File: config.mk
export PLATFORM = sky130hd
export DESIGN_NAME = fat_directory_name_match_unit
export DESIGN_NICKNAME = d
export VERILOG_FILES = /design/src/hw/rtl/fdnm_pkg.sv /design/src/hw/rtl/fat_directory_name_match_unit.sv /design/src/hw/rtl/fdnm_lane.sv /design/src/hw/rtl/fdnm_merge.sv
export SDC_FILE = /design/constraint.sdc
export NUM_CORES = 1
export LEC_CHECK = 0
export BUFFER_PORTS_ARGS = -buffer_cell sky130_fd_sc_hd__clkbuf_2
export CAP_MARGIN = 20
export CORE_AREA = 2 2 135 137
export CTS_BUF_LIST = sky130_fd_sc_hd__clkbuf_4 sky130_fd_sc_hd__clkbuf_8
export DETAILED_ROUTE_END_ITERATION = 10
export DIE_AREA = 0 0 137 139
export HOLD_SLACK_MARGIN = 0.08
export SYNTH_ARGS = -nofsm -noshare
export SYNTH_HDL_FRONTEND = slang
export SYNTH_HIERARCHICAL = 1
export SYNTH_SLANG_ARGS = --single-unit
File: constraint.sdc
create_clock -name clk -period 3.1 [get_ports clk]
set_input_delay 0.31 -clock clk [delete_from_list [all_inputs] [get_ports clk]]
set_output_delay 0.31 -clock clk [all_outputs]
set_load 0.02 [all_outputs]
File: src/hw/rtl/fdnm_pkg.sv
`default_nettype none

package fdnm_pkg;

	// item kinds
	localparam logic [1:0] KIND_START = 2'd0;
	localparam logic [1:0] KIND_NAME  = 2'd1;
	localparam logic [1:0] KIND_ENTRY = 2'd2;
	localparam logic [1:0] KIND_NONE  = 2'd3;

	// result status codes
	localparam logic [1:0] ST_FOUND    = 2'd0;
	localparam logic [1:0] ST_END_MARK = 2'd1;
	localparam logic [1:0] ST_SCANNED  = 2'd2;
	localparam logic [1:0] ST_TOO_LONG = 2'd3;

	// 8.3 name layout
	localparam int NAME_LEN = 11;
	localparam int EXT_POS  = 8;
	localparam int POS_W    = 4;

	localparam logic [7:0] CHAR_SPACE = 8'h20;
	localparam logic [7:0] CHAR_DOT   = 8'h2E;
	localparam logic [7:0] CHAR_NUL   = 8'h00;
	localparam logic [7:0] CHAR_LOW_A = 8'h61;
	localparam logic [7:0] CHAR_LOW_Z = 8'h7A;
	localparam logic [7:0] CASE_DIFF  = 8'h20;
	localparam logic [7:0] ATTR_SKIP  = 8'h18;

	// directory size and entry counter width (holds ENTRY_COUNT itself)
	localparam int ENTRY_COUNT = 256;
	localparam int IDX_W       = $clog2(ENTRY_COUNT + 1);

	typedef logic [7:0] byte_t;

	// one item after the lane compare
	typedef struct packed {
		logic [1:0]          kind;
		logic                too_long;
		logic                end_mark;
		logic                attr_ok;
		logic [NAME_LEN-1:0] lane_eq;
		logic                last;
	} fdnm_item_t;

endpackage

`default_nettype wire

File: src/hw/rtl/fat_directory_name_match_unit.sv
`default_nettype none

// FAT 8.3 directory name lookup. Send a start beat, then the file name one byte
// per beat, then directory entries one per beat; one result (found with index,
// end marker, all scanned, or name too long) comes out per search, later beats
// are dropped until the next start. A new beat can be taken each cycle unless the
// input stalls as told below: eleven byte lanes hold the kept name and compare it with the
// entry as it is accepted, a registered stage carries the lane results, and a
// merge stage updates the entry counter and fills the output register, so a
// result is presented once its beat has passed the stage-1 register and then the output register.
// A beat that ends a search waits in the registered stage while the previous
// result is still held in the output register, and the input stalls behind it;
// all other beats pass. Up to 256 entries per search.
module fat_directory_name_match_unit (
	input  wire        clk,
	input  wire        arst_n,
	input  wire        in_valid,
	output logic       in_ready,
	input  wire [1:0]  kind,
	input  wire [7:0]  name_char,
	input  wire [63:0] entry_base,
	input  wire [23:0] entry_ext,
	input  wire [7:0]  entry_attr,
	input  wire        last_entry,
	output logic       out_valid,
	input  wire        out_ready,
	output logic [1:0] status,
	output logic [7:0] entry_index
);
	import fdnm_pkg::*;

	logic             in_acc;
	logic             take;
	logic [POS_W-1:0] pos_q;
	logic             valid_s1;
	fdnm_item_t       item_s1;
	fdnm_item_t       item_in;
	byte_t            upper_char;
	byte_t            entry_bytes [NAME_LEN];
	logic             name_clear;
	logic             name_beat;
	logic             pos_full;
	logic             dot_jump;
	logic             name_wr;
	logic [NAME_LEN-1:0] lane_eq;

	assign in_ready = !valid_s1 || take;
	assign in_acc   = in_valid && in_ready;

	// split the entry into its eleven name bytes
	always_comb begin
		for (int i = 0; i < 8; i++) begin
			entry_bytes[i] = entry_base[8*i +: 8];
		end
		for (int i = 0; i < 3; i++) begin
			entry_bytes[EXT_POS + i] = entry_ext[8*i +: 8];
		end
	end

	// normalize the name byte
	assign upper_char = (name_char >= CHAR_LOW_A && name_char <= CHAR_LOW_Z) ?
		(name_char - CASE_DIFF) : name_char;
	assign name_clear = in_acc && (kind == KIND_START);
	assign name_beat  = in_acc && (kind == KIND_NAME) && (name_char != CHAR_NUL);
	assign pos_full   = (pos_q >= POS_W'(NAME_LEN));
	assign dot_jump   = (name_char == CHAR_DOT) && (pos_q <= POS_W'(EXT_POS));
	assign name_wr    = name_beat && !pos_full && !dot_jump;

	// advance the write position
	always_ff @(posedge clk or negedge arst_n) begin
		if (!arst_n) begin
			pos_q <= '0;
		end else if (name_clear) begin
			pos_q <= '0;
		end else if (name_beat && !pos_full) begin
			pos_q <= dot_jump ? POS_W'(EXT_POS) : (pos_q + POS_W'(1));
		end
	end

	// byte lanes
	for (genvar i = 0; i < NAME_LEN; i++) begin : g_lane
		fdnm_lane u_lane (
			.clk        (clk),
			.arst_n     (arst_n),
			.clear      (name_clear),
			.wr_en      (name_wr && (pos_q == POS_W'(i))),
			.wr_byte    (upper_char),
			.entry_byte (entry_bytes[i]),
			.eq         (lane_eq[i])
		);
	end

	always_comb begin
		item_in.kind     = kind;
		item_in.too_long = (name_char != CHAR_NUL) && pos_full;
		item_in.end_mark = (entry_base[7:0] == CHAR_NUL);
		item_in.attr_ok  = ((entry_attr & ATTR_SKIP) == 8'd0);
		item_in.lane_eq  = lane_eq;
		item_in.last     = last_entry;
	end

	// stage 1: hold the compared beat
	always_ff @(posedge clk or negedge arst_n) begin
		if (!arst_n) begin
			valid_s1 <= 1'b0;
		end else if (in_acc) begin
			valid_s1 <= 1'b1;
		end else if (take) begin
			valid_s1 <= 1'b0;
		end
	end

	always_ff @(posedge clk) begin
		if (in_acc) begin
			item_s1 <= item_in;
		end
	end

	fdnm_merge u_merge (
		.clk         (clk),
		.arst_n      (arst_n),
		.s1_valid    (valid_s1),
		.s1_item     (item_s1),
		.take        (take),
		.out_ready   (out_ready),
		.out_valid   (out_valid),
		.status      (status),
		.entry_index (entry_index)
	);

endmodule

`default_nettype wire

File: src/hw/rtl/fdnm_lane.sv
`default_nettype none

module fdnm_lane (
	input  wire               clk,
	input  wire               arst_n,
	input  wire               clear,
	input  wire               wr_en,
	input  wire fdnm_pkg::byte_t wr_byte,
	input  wire fdnm_pkg::byte_t entry_byte,
	output logic              eq
);
	import fdnm_pkg::*;

	byte_t name_q;

	// hold one byte of the kept name; space after clear
	always_ff @(posedge clk or negedge arst_n) begin
		if (!arst_n) begin
			name_q <= CHAR_SPACE;
		end else if (clear) begin
			name_q <= CHAR_SPACE;
		end else if (wr_en) begin
			name_q <= wr_byte;
		end
	end

	// compare against the entry byte of this lane
	assign eq = (entry_byte == name_q);

endmodule

`default_nettype wire

File: src/hw/rtl/fdnm_merge.sv
`default_nettype none

module fdnm_merge (
	input  wire                  clk,
	input  wire                  arst_n,
	input  wire                  s1_valid,
	input  wire fdnm_pkg::fdnm_item_t s1_item,
	output logic                 take,
	input  wire                  out_ready,
	output logic                 out_valid,
	output logic [1:0]           status,
	output logic [7:0]           entry_index
);
	import fdnm_pkg::*;

	logic             done_q;
	logic [IDX_W-1:0] scan_q;
	logic             out_valid_q;
	logic [1:0]       status_q;
	logic [7:0]       index_q;

	logic             emit;
	logic [1:0]       emit_status;
	logic             name_hit;
	logic [IDX_W-1:0] scan_next;
	logic [IDX_W+7:0] scan_wide;

	// stall only a beat that has a result to place in a full output register
	assign take      = s1_valid && (!emit || !out_valid_q || out_ready);
	assign name_hit  = s1_item.attr_ok && (&s1_item.lane_eq);
	assign scan_next = scan_q + IDX_W'(1);
	assign scan_wide = {8'd0, scan_q};

	// decide whether this beat ends the search
	always_comb begin
		emit        = 1'b0;
		emit_status = ST_FOUND;
		if (!done_q) begin
			case (s1_item.kind)
				KIND_NAME: begin
					if (s1_item.too_long) begin
						emit        = 1'b1;
						emit_status = ST_TOO_LONG;
					end
				end
				KIND_ENTRY: begin
					if (s1_item.end_mark) begin
						emit        = 1'b1;
						emit_status = ST_END_MARK;
					end else if (name_hit) begin
						emit        = 1'b1;
						emit_status = ST_FOUND;
					end else if (s1_item.last ||
						scan_next >= IDX_W'(ENTRY_COUNT)) begin
						emit        = 1'b1;
						emit_status = ST_SCANNED;
					end
				end
				default: begin
					emit = 1'b0;
				end
			endcase
		end
	end

	// advance search state
	always_ff @(posedge clk or negedge arst_n) begin
		if (!arst_n) begin
			done_q <= 1'b0;
			scan_q <= '0;
		end else if (take) begin
			if (s1_item.kind == KIND_START) begin
				done_q <= 1'b0;
				scan_q <= '0;
			end else begin
				if (emit) begin
					done_q <= 1'b1;
				end
				if (!done_q && s1_item.kind == KIND_ENTRY && !s1_item.end_mark &&
					!name_hit) begin
					scan_q <= scan_next;
				end
			end
		end
	end

	// hold the result until the output side takes it
	always_ff @(posedge clk or negedge arst_n) begin
		if (!arst_n) begin
			out_valid_q <= 1'b0;
		end else if (take && emit) begin
			out_valid_q <= 1'b1;
		end else if (out_ready) begin
			out_valid_q <= 1'b0;
		end
	end

	always_ff @(posedge clk) begin
		if (take && emit) begin
			status_q <= emit_status;
			index_q  <= (emit_status == ST_FOUND) ? scan_wide[7:0] : 8'd0;
		end
	end

	assign out_valid   = out_valid_q;
	assign status      = status_q;
	assign entry_index = index_q;

`ifndef SYNTHESIS
	a_index_zero: assert property (@(posedge clk) disable iff (!arst_n)
		out_valid_q && status_q != ST_FOUND |-> index_q == 8'd0)
		else $error("entry_index nonzero without a match");
	a_done_after_emit: assert property (@(posedge clk) disable iff (!arst_n)
		take && emit |=> done_q)
		else $error("search not closed after a result");
	a_single_result: assert property (@(posedge clk) disable iff (!arst_n)
		done_q |-> !emit)
		else $error("second result in one search");
	a_scan_bound: assert property (@(posedge clk) disable iff (!arst_n)
		!done_q |-> scan_q < IDX_W'(ENTRY_COUNT))
		else $error("entry counter past directory size while searching");
`endif

endmodule

`default_nettype wire
==> impl_metrics.tcl <==
set metrics [dict create \
    status "complete, no violations" \
    vias_per_cell 5.12 \
    tns_ns 0 \
    synth_area_per_cell_um2 11.1 \
    clock-sinks 131 \
    hp-start "entry_attr[3]" \
    final_util 0.476 \
    whs_path_depth 2 \
    ant_nets 0 \
    preCtsSetupSlack_ns 0.122 \
    p_comb_frac 0.159 \
    grt_first_pass_wirelength_um 27500 \
    yosysSeqAreaShare 0.494 \
    core_area_um2 17700 \
    chipWidth_um 137 \
    final_layout_size_suffix_gt1_frac 0.273 \
    clk_latency_ns 0.44 \
    p_clk_frac 0.345 \
    post-synth-top-count-cell "nor2_1" \
    cts_max_path_buffers 2 \
    peakVddDrop_mv 0.328 \
    port_buffers 116 \
    finalSetupViolCount 0 \
    r2r_start "u_merge/scan_q[0]" \
    rsz0062_at_grt "no" \
    period_share 0.936 \
    ys_ff_latch 131 \
    via_count 5162 \
    hpwl_um 12100 \
    drv_slew 0 \
    cp_top_family "simple AND/OR/NAND/NOR gates" \
    cp_max_fo 10 \
    grt_overflow 0 \
    p_seq_frac 0.496 \
    die_area_um2 19000 \
    io_pins 123 \
    synth_cell_type_count 54 \
    finalHoldViolCount 0 \
    antenna_cells 0 \
    dr.first_iter.drc_count 337 \
    synth_common_cells "nor2_1 (110), dfrtp_1 (93), xnor2_1 (88), mux2i_1 (77), nand4_1 (30)" \
    power_density_nw_per_um2 481 \
    synth_edf_count 27 \
    drt-pass1-iter-count 4 \
    rows 49 \
    cts_tree "yes" \
    worst_slack_ns 0.197 \
    die_h_um 139 \
    worstRegToRegCells 12 \
    hold_end "item_s1[12]" \
    grt_use_total 0.188 \
    worst_pin_slew_ns 1.07 \
    criticalPathCategory "reg -> reg" \
    ff2ff_setup_slack_ns 0.20 \
    critPathLaunchType "flop" \
    grt_max_degree 92 \
    cts_buffers 17 \
    wl_um 17000 \
    finalNetCount 887 \
    yosysTopAreaCellShare 0.336 \
    power.internal_uw 2980 \
    wire_per_inst_um 16.8 \
    p_sw_uw 1070 \
    required_ns 3.40 \
    yosys.area.top_type "dfrtp_1" \
    postLayoutCellArea_um2 8400 \
    slew_headroom 0.281 \
    antenna_found_initial 0 \
    fillerInstances 1655 \
    grt_pass1_vias 5379 \
    synth_fp_nets 747 \
    p_leak_uw 0.00354 \
    synth_flop_cell "dfrtp_1" \
    root_buffer "clkbuf_8" \
    netlist_instances 627 \
    max_freq_ghz 0.345 \
    syn_area_um2 6930 \
    cts.htree.levels 4 \
    async_reset_ff_frac 0.794 \
    r2r-end "g_lane[8].u_lane/name_q[3]" \
    clock_skew_ns 0.0171 \
    initial_core_util 0.393 \
    cp_slowest_cell "dfrtp_1" \
    cp-end-kind "flop" \
    switching_share 0.264 \
    cp_num_buf_inv 1 \
    area_growth_syn_to_layout_pct 21.2 \
    max_stage_delay_ns 0.37 \
    maxCapViolations 0 \
    placed_area_um2 7960 \
    clk_pin_slew_ns 0.08 \
    min_path_type "in -> reg" \
    drc_errors 0 \
    synth.area.top_cells "dfrtp_1 (34%), edfxtp_1 (12%), mux2i_1 (11%)" \
    yosysWarningCount 6 \
    globalplace.congestion 0.895 \
    arrival_ns 3.21 \
    crit_path_cell_trace "ha_1 -> nand3_2 -> nor4b_4 -> o211ai_4 -> a21oi_1 -> nand2b_1 -> and4_1 -> and3_4 -> and3_1 -> buf_12 -> mux2i_1 -> nor2_1" \
    layout_min_cycle_time_ns 2.90 \
]
worst max-delay path by stage:
stage / start / depth (start not counted) / end
2_1_floorplan: item_s1[15] / 13 / g_lane[0].u_lane/name_q[5]
3_3_place_gp: u_merge/scan_q[0] / 12 / g_lane[10].u_lane/name_q[5]
3_5_place_dp: u_merge/scan_q[0] / 12 / g_lane[8].u_lane/name_q[4]
4_1_cts: u_merge/scan_q[0] / 12 / g_lane[8].u_lane/name_q[4]
5_1_grt: u_merge/scan_q[0] / 12 / g_lane[8].u_lane/name_q[3]
6_report: u_merge/scan_q[0] / 12 / g_lane[8].u_lane/name_q[3]
layout by cell type (no fill, tap or decap), types with 5 or more instances in the layout:
cell and count:
edfxtp_1 27, buf_12 12, nand2_1 6, dfrtp_1 93
xnor2_1 88, inv_1 19, ha_1 9, o22ai_1 8
a211o_1 11, nand3_1 8, o21ai_0 7, clkbuf_8 21
nor2_1 109, clkbuf_4 6, a21oi_1 16, nand4_1 30
and3_1 11, buf_4 15, clkbuf_2 115, dfstp_2 11
nand2b_1 5, mux2i_1 77, a211oi_1 8, nor2b_2 11
power by group through the flow:
| stage | Clock (uW) | Combinational [uW] | Sequential [uW] |
|---|---|---|---|
| 2_1_floorplan | 0 | 391 | 2010 |
| 3_3_place_gp | 0 | 619 | 2030 |
| 3_5_place_dp | 0 | 644 | 2040 |
| 4_1_cts | 1430 | 650 | 2010 |
| 5_1_grt | 1510 | 719 | 2020 |
| 6_report | 1390 | 645 | 2000 |
final cells by class:
cell class / instances / area (um^2) / share of cell area
sequential: 131 / 3430 / 0.408
multi-input combinational: 451 / 3260 / 0.388
timing repair buffer: 146 / 968 / 0.115
clock buffer: 27 / 334 / 0.0397
tap: 229 / 287 / 0.0341
inverter: 20 / 75.1 / 0.00893
clock inverter: 4 / 48.8 / 0.00581
metrics by stage:
step | cells | power (uW) | hold slack (ns)
after floorplan | 627 | 2400 | 0.0144
after global placement | 972 | 2650 | 0.428
after detailed placement | 972 | 2680 | 0.440
after CTS | 1007 | 4090 | 0.116
after global routing | 1008 | 4240 | 0.119
final | 1008 | 4040 | 0.142
cells by family (layout without fill, tap and decap cells):
| logic type | Yosys count | in the layout | share of synthesized area |
|---|---|---|---|
| xor gates and xnor gates | 88 | 88 | 0.111 |
| and+or+nand+nor | 212 | 212 | 0.160 |
| AOI/OAI and AO/OA | 65 | 65 | 0.0700 |
| buffers and inverters | 45 | 197 | 0.0375 |
| muxes | 77 | 77 | 0.111 |
| DFF | 131 | 131 | 0.494 |
| adders and majority gates | 9 | 9 | 0.0162 |
worst register-to-register path, cell delays in order, from the launching register on:
cell and delay (ns):
dfrtp_1 0.37, ha_1 0.27, nand3_2 0.15, nor4b_4 0.37
o211ai_4 0.11, a21oi_1 0.14, nand2b_1 0.16, and4_1 0.29
and3_4 0.26, and3_1 0.23, buf_12 0.15, mux2i_1 0.22
nor2_1 0.06
timing repair:
action,4_1_cts,5_1_grt
hold endpoints to repair,54,0
setup endpoints to repair,0,80
hold buffers,4,0
setup buffers,0,1
gates resized for setup,0,3
registers in the layout (all words and copies together), names as in the netlist:
signal	flops
u_merge/status	2
valid_s1	1
u_merge/done_q	1
item_s1	17
g_lane.u_lane/name_q	88
u_merge/entry_index	8
u_merge/out_valid	1
u_merge/scan_q	9
pos_q	4
metal layers:
layer / track usage / share of wire
met2: 0.310 / 0.49
met3: 0.0515 / 0.056
met4: 0.0543 / 0.018
met1: 0.240 / 0.43
met5: 0 / 0
Note: power is estimated with default switching activity, not from simulation.
